### config.mk
export PLATFORM = sky130hd
export DESIGN_NAME = plap_seq
export DESIGN_NICKNAME = d
export VERILOG_FILES = /design/src/rtl/plap_pkg.sv /design/src/rtl/plap_seq.sv
export SDC_FILE = /design/constraint.sdc
export NUM_CORES = 1
export LEC_CHECK = 0
export BUFFER_PORTS_ARGS = -buffer_cell sky130_fd_sc_hd__buf_4
export CAP_MARGIN = 20
export CORE_MARGIN = 3
export CORE_UTILIZATION = 30
export DETAILED_ROUTE_END_ITERATION = 10
export PLACE_DENSITY = 0.52
export SYNTH_ARGS = -nofsm -noshare
export SYNTH_HDL_FRONTEND = slang
export SYNTH_SLANG_ARGS = --single-unit
### constraint.sdc
create_clock -name clk_i -period 1.6 [get_ports clk_i]
set_clock_uncertainty 0.05 [all_clocks]
set_input_delay 0.24 -clock clk_i [delete_from_list [all_inputs] [get_ports clk_i]]
set_output_delay 0.24 -clock clk_i [all_outputs]
set_load 0.05 [all_outputs]
### src/rtl/plap_pkg.sv
// Shared constants, control word type and microcode table for the Laplacian stencil.
`default_nettype none
package plap_pkg;

  localparam int GridSize = 64;
  localparam int IdxW     = $clog2(GridSize);
  localparam int AddrW    = 2 * IdxW;
  localparam int Depth    = GridSize * GridSize;
  localparam int SampleW  = 24;
  localparam int AccW     = 32;
  localparam int ScaleW   = 32;
  localparam int ProdW    = 64;
  localparam int ResW     = 32;
  localparam int OffW     = 3;
  localparam int PcW      = 4;
  localparam int RndShift = 16;

  localparam logic [PcW-1:0] LastStep = PcW'(11);
  localparam logic [ScaleW-1:0] ScaleReset = ScaleW'(65536);

  typedef enum logic {
    OP_STORE = 1'b0,
    OP_QUERY = 1'b1
  } opcode_e;

  typedef enum logic [1:0] {
    W_NONE,
    W_NEG60,
    W_POS16,
    W_NEG1
  } weight_e;

  typedef struct packed {
    logic                   dispatch;  // first step: store writes and finishes
    logic                   rd_en;
    logic signed [OffW-1:0] row_off;
    logic signed [OffW-1:0] col_off;
    weight_e                weight;    // applied to the word read by the previous step
    logic                   acc_clr;
    logic                   mul_en;
    logic                   last;
  } ctrl_t;

  // Query program: nine reads with the accumulation trailing them, multiply, round.
  function automatic ctrl_t ucode(input logic [PcW-1:0] pc);
    ctrl_t c;
    c = '0;
    unique case (pc)
      4'd0: begin
        c.dispatch = 1'b1; c.rd_en = 1'b1;
      end
      4'd1: begin
        c.rd_en = 1'b1; c.row_off = 3'sd1; c.weight = W_NEG60; c.acc_clr = 1'b1;
      end
      4'd2: begin
        c.rd_en = 1'b1; c.row_off = 3'sd2; c.weight = W_POS16;
      end
      4'd3: begin
        c.rd_en = 1'b1; c.row_off = -3'sd1; c.weight = W_NEG1;
      end
      4'd4: begin
        c.rd_en = 1'b1; c.row_off = -3'sd2; c.weight = W_POS16;
      end
      4'd5: begin
        c.rd_en = 1'b1; c.col_off = 3'sd1; c.weight = W_NEG1;
      end
      4'd6: begin
        c.rd_en = 1'b1; c.col_off = 3'sd2; c.weight = W_POS16;
      end
      4'd7: begin
        c.rd_en = 1'b1; c.col_off = -3'sd1; c.weight = W_NEG1;
      end
      4'd8: begin
        c.rd_en = 1'b1; c.col_off = -3'sd2; c.weight = W_POS16;
      end
      4'd9: begin
        c.weight = W_NEG1;
      end
      4'd10: begin
        c.mul_en = 1'b1;
      end
      4'd11: begin
        c.last = 1'b1;
      end
      default: c = '0;
    endcase
    return c;
  endfunction

endpackage
`default_nettype wire

### src/rtl/plap_seq.sv
// Microcode sequencer: step counter over the control-word table.
`default_nettype none
module plap_seq (
  input  wire logic            clk_i,
  input  wire logic            rst_ni,
  input  wire logic            start_i,
  input  wire logic            is_store_i,
  input  wire logic            stall_i,
  output plap_pkg::ctrl_t      ctrl_o,
  output logic                 busy_o,
  output logic [plap_pkg::PcW-1:0] pc_o
);

  logic                      busy_q, busy_d;
  logic [plap_pkg::PcW-1:0]  pc_q, pc_d;
  plap_pkg::ctrl_t           ctrl;
  logic                      done;

  always_comb begin
    ctrl = busy_q ? plap_pkg::ucode(pc_q) : '0;
    // conditional exit: a store ends after its dispatch step
    done = (ctrl.dispatch && is_store_i) || ctrl.last;
    busy_d = busy_q;
    pc_d   = pc_q;
    if (start_i) begin
      busy_d = 1'b1;
      pc_d   = '0;
    end else if (busy_q && !stall_i) begin
      if (done) begin
        busy_d = 1'b0;
        pc_d   = '0;
      end else begin
        pc_d = pc_q + 1'b1;
      end
    end
  end

  always_ff @(posedge clk_i or negedge rst_ni) begin
    if (!rst_ni) begin
      busy_q <= 1'b0;
      pc_q   <= '0;
    end else begin
      busy_q <= busy_d;
      pc_q   <= pc_d;
    end
  end

  assign ctrl_o = ctrl;
  assign busy_o = busy_q;
  assign pc_o   = pc_q;

endmodule
`default_nettype wire

==> Flow_metrics.wiki <==
{| class="wikitable"
! Metric !! Value
|-
| Beginning of the worst register-to-register path || pc_o[1]
|-
| Critical path capture point || ctrl_o[6]
|-
| Syn_nets || 86
|-
| Filler cell count || 171
|-
| Number of global-route vias before repair || 692
|-
| Nature of the critical path startpoint || register
|-
| Ranking of synthesized cells by area || dfrtp_1 (21%), ha_1 (8.3%), nand2_1 (5.0%)
|-
| Floorplan die width || 50.9 um
|-
| Placeable Area || 1820 um^2
|-
| Number of cells in the finished layout apart from fillers || 139
|-
| Count of input and output buffers || 22
|-
| Vias || 705
|-
| Yosys synthesis warning count || 0
|-
| Standard-cell rows || 15
|-
| First-pass GRT wire length || 3110 um
|-
| Average instance area after synthesis || 7.85 um^2
|-
| Biggest fanout along the worst timing path || 4
|-
| Number of cell instances on the worst register-to-register path || 6
|-
| Capture point of the worst reg-to-reg path || pc_o[2]
|-
| Number of distinct library cell variants in the gate-level netlist after synthesis || 36
|-
| Placer Congestion || 0.813
|-
| Outcome || finished, violations left
|-
| Violated checks || negative setup slack
|-
| Sort of element at the end of the critical path || output pin
|-
| DR iter-0 viols || 9
|-
| Cell area after synthesis || 604 um^2
|-
| Part of the Yosys area used for sequential elements || 0.207
|-
| Total number of clock tree sinks || 5
|-
| Worst slew margin || 0.760
|-
| Global router's overall resource usage || 0.158
|-
| Transition at the pin with the smallest max-transition slack || 357 ps
|-
| HPWL Detailed || 1450 um
|-
| Placed insts || 131
|-
| Static power due to leakage || 0.486 nW
|-
| Min Clock Period, post-route || 1870 ps
|-
| Area of the multi-input gates || 571 um^2
|-
| Cells after Synth || 77
|-
| Count of max-cap constraint violations || 0
|-
| Initial Util || 0.332
|-
| Worst supply voltage drop on vdd || 0.537 mV
|-
| Y dimension of the die || 50.9 um
|-
| Grt ovf || 0
|-
| Worst min-delay path class || in2reg
|-
| CP Data Arrival Time || 1580 ps
|-
| Crit path required time || 1310 ps
|-
| Reg2reg setup slack || 90 ps
|-
| Power density relative to cell area || 671 nW/um^2
|-
| Post-route setup slack || -270 ps
|-
| Num ports || 23
|-
| ANT cells || 0
|-
| Setup violations, final || 13
|-
| Library cell occupying the most area in the post-synthesis netlist || dfrtp_1
|-
| Total clock buffers created by CTS || 3
|-
| Fmax || 535 MHz
|-
| Core Util, Final || 0.634
|-
| Clock tree from TritonCTS || built
|-
| Cell chosen for the clock root || clkbuf_4
|-
| Via-per-instance ratio || 5.07
|-
| Worst hold slack across all endpoints || 233 ps
|-
| Fraction of final layout cells with drive strength greater than 1 || 0.667
|-
| Antenna Violating Nets Remaining || 0
|-
| Final WL || 1900 um
|-
| Reg clk slew, reported paths || 40 ps
|-
| Clk_lat worst skew || 240 ps
|-
| Remaining routing DRC violations || 0
|-
| Largest net degree at the start of global routing || 11
|-
| H-tree depth || 1
|-
| Length of the first detailed-routing pass in iterations || 4
|-
| Classification of the worst setup path || reg2out
|-
| NumNets Final || 124
|-
| Setup repair after global routing missed its margin || yes
|-
| Bufs on Longest Clock Path || 2
|-
| Initial antenna violation count || 0
|-
| Launching instance or port of the critical path || pc_o[1]
|-
| Flip-flop and latch count after synthesis || 5
|-
| Area occupied by registers || 131 um^2
|-
| Full die area || 2590 um^2
|-
| Routed len/inst || 13.6 um
|-
| Cell depth of the worst min-delay path || 2
|-
| Top-area cell type share of the netlist area || 0.207
|-
| Final worst path period share || 1.17
|-
| Layout overhead on the synthesized area || 91.1%
|-
| Hold Fails Final Rpt || 0
|-
| Max-slew violation total from the final report || 0
|}
[through the flow]
stage,setup TNS [ps],cell area (um^2),total power [mW],worst slack [ps]
after floorplan,-827,719,0.436,-158
after global placement,-55.2,973,0.561,-32.8
after detailed placement,-111,973,0.560,-65.6
after CTS,-2210,1070,0.744,-252
after global routing,-2680,1150,0.824,-315
final,-1890,1150,0.775,-270
[synthesized netlist by cell type, drive strengths merged]
library cell and instances:
nor2 8, nand2b 4, o311ai 1, o2bb2ai 1, nor3b 2, a311o 1
nand3 1, or3 1, nor2b 2, nand2 8, inv 6, and2b 2
a21oi 2, buf 5, ha 4, a22o 1, nor3 3, dfrtp 5
or2 1, o21ai 4, o21a 1, and3 3, o22ai 2, a2111oi 1
xnor2 1, a211o 1, and2 3, a21boi 2, o32ai 1
[final cells by class]
cell class	count	share of cell area
Sequential cell	5	0.114
Inverter	6	0.0238
Multi-Input combinational cell	61	0.494
Clock buffer	4	0.0228
Timing Repair Buffer	38	0.319
Tap cell	25	0.0271
[what timing repair did]
action,in CTS,in global routing
hold buffers,1,0
setup endpoints to repair,13,13
resized for setup,14,18
pin swaps,0,5
cloned,0,0
buffers inserted,2,3
hold endpoints to repair,5,0
[worst min path at each step]
stage	startpoint	to	slack (ps)
after floorplan	rst_ni	busy_o	-110
after global placement	rst_ni	busy_o	-5
after CTS	start_i	pc_o[0]	220
final	start_i	pc_o[0]	230
after global routing	start_i	pc_o[0]	240
after detailed placement	rst_ni	busy_o	-4
[routing by layer]
metal,vias to the layer above,track usage,share of wire
li1,341,-,-
met1,324,0.204,0.44
met2,30,0.261,0.49
met3,10,0.0262,0.044
met4,0,0.0628,0.026
met5,-,0,0
[cell usage in the layout, fill, tap and decap left out, types with 2 or more instances in the layout]
cell,instances
and2_4,3
nor2_4,4
nand2_1,7
buf_8,3
clkbuf_4,3
and3_4,2
o22ai_1,2
dfrtp_2,5
inv_4,2
buf_4,21
ha_4,3
nor3b_4,2
nor3_1,2
a21boi_4,2
inv_1,2
o21ai_0,4
nand2b_1,3
inv_2,2
nor2_1,4
buf_6,12
[kinds of logic after synthesis]
| group | share of synthesized area |
|---|---|
| simple gates | 0.366 |
| fa+ha+maj | 0.0828 |
| buf+inv | 0.108 |
| compound gates | 0.222 |
| xor+xnor | 0.0145 |
| flops | 0.207 |
[sequential cells by signal, summed over array words and instances (netlist names)]
name / flops
pc_o: 4
busy_o: 1
[power breakdown]
| group | switching, mW | internal, mW |
|---|---|---|
| Combinational | 0.264 | 0.210 |
| Clock | 0.0540 | 0.0944 |
| Sequential | 0.0156 | 0.136 |
[worst max-delay path, stage by stage (launching register included)]
cell,delay (ps)
dfrtp_2,460
inv_4,100
ha_4,160
nand2b_4,50
or2_4,250
a21boi_4,150
buf_6,170
No activity file was read; power rests on OpenSTA's default activity.
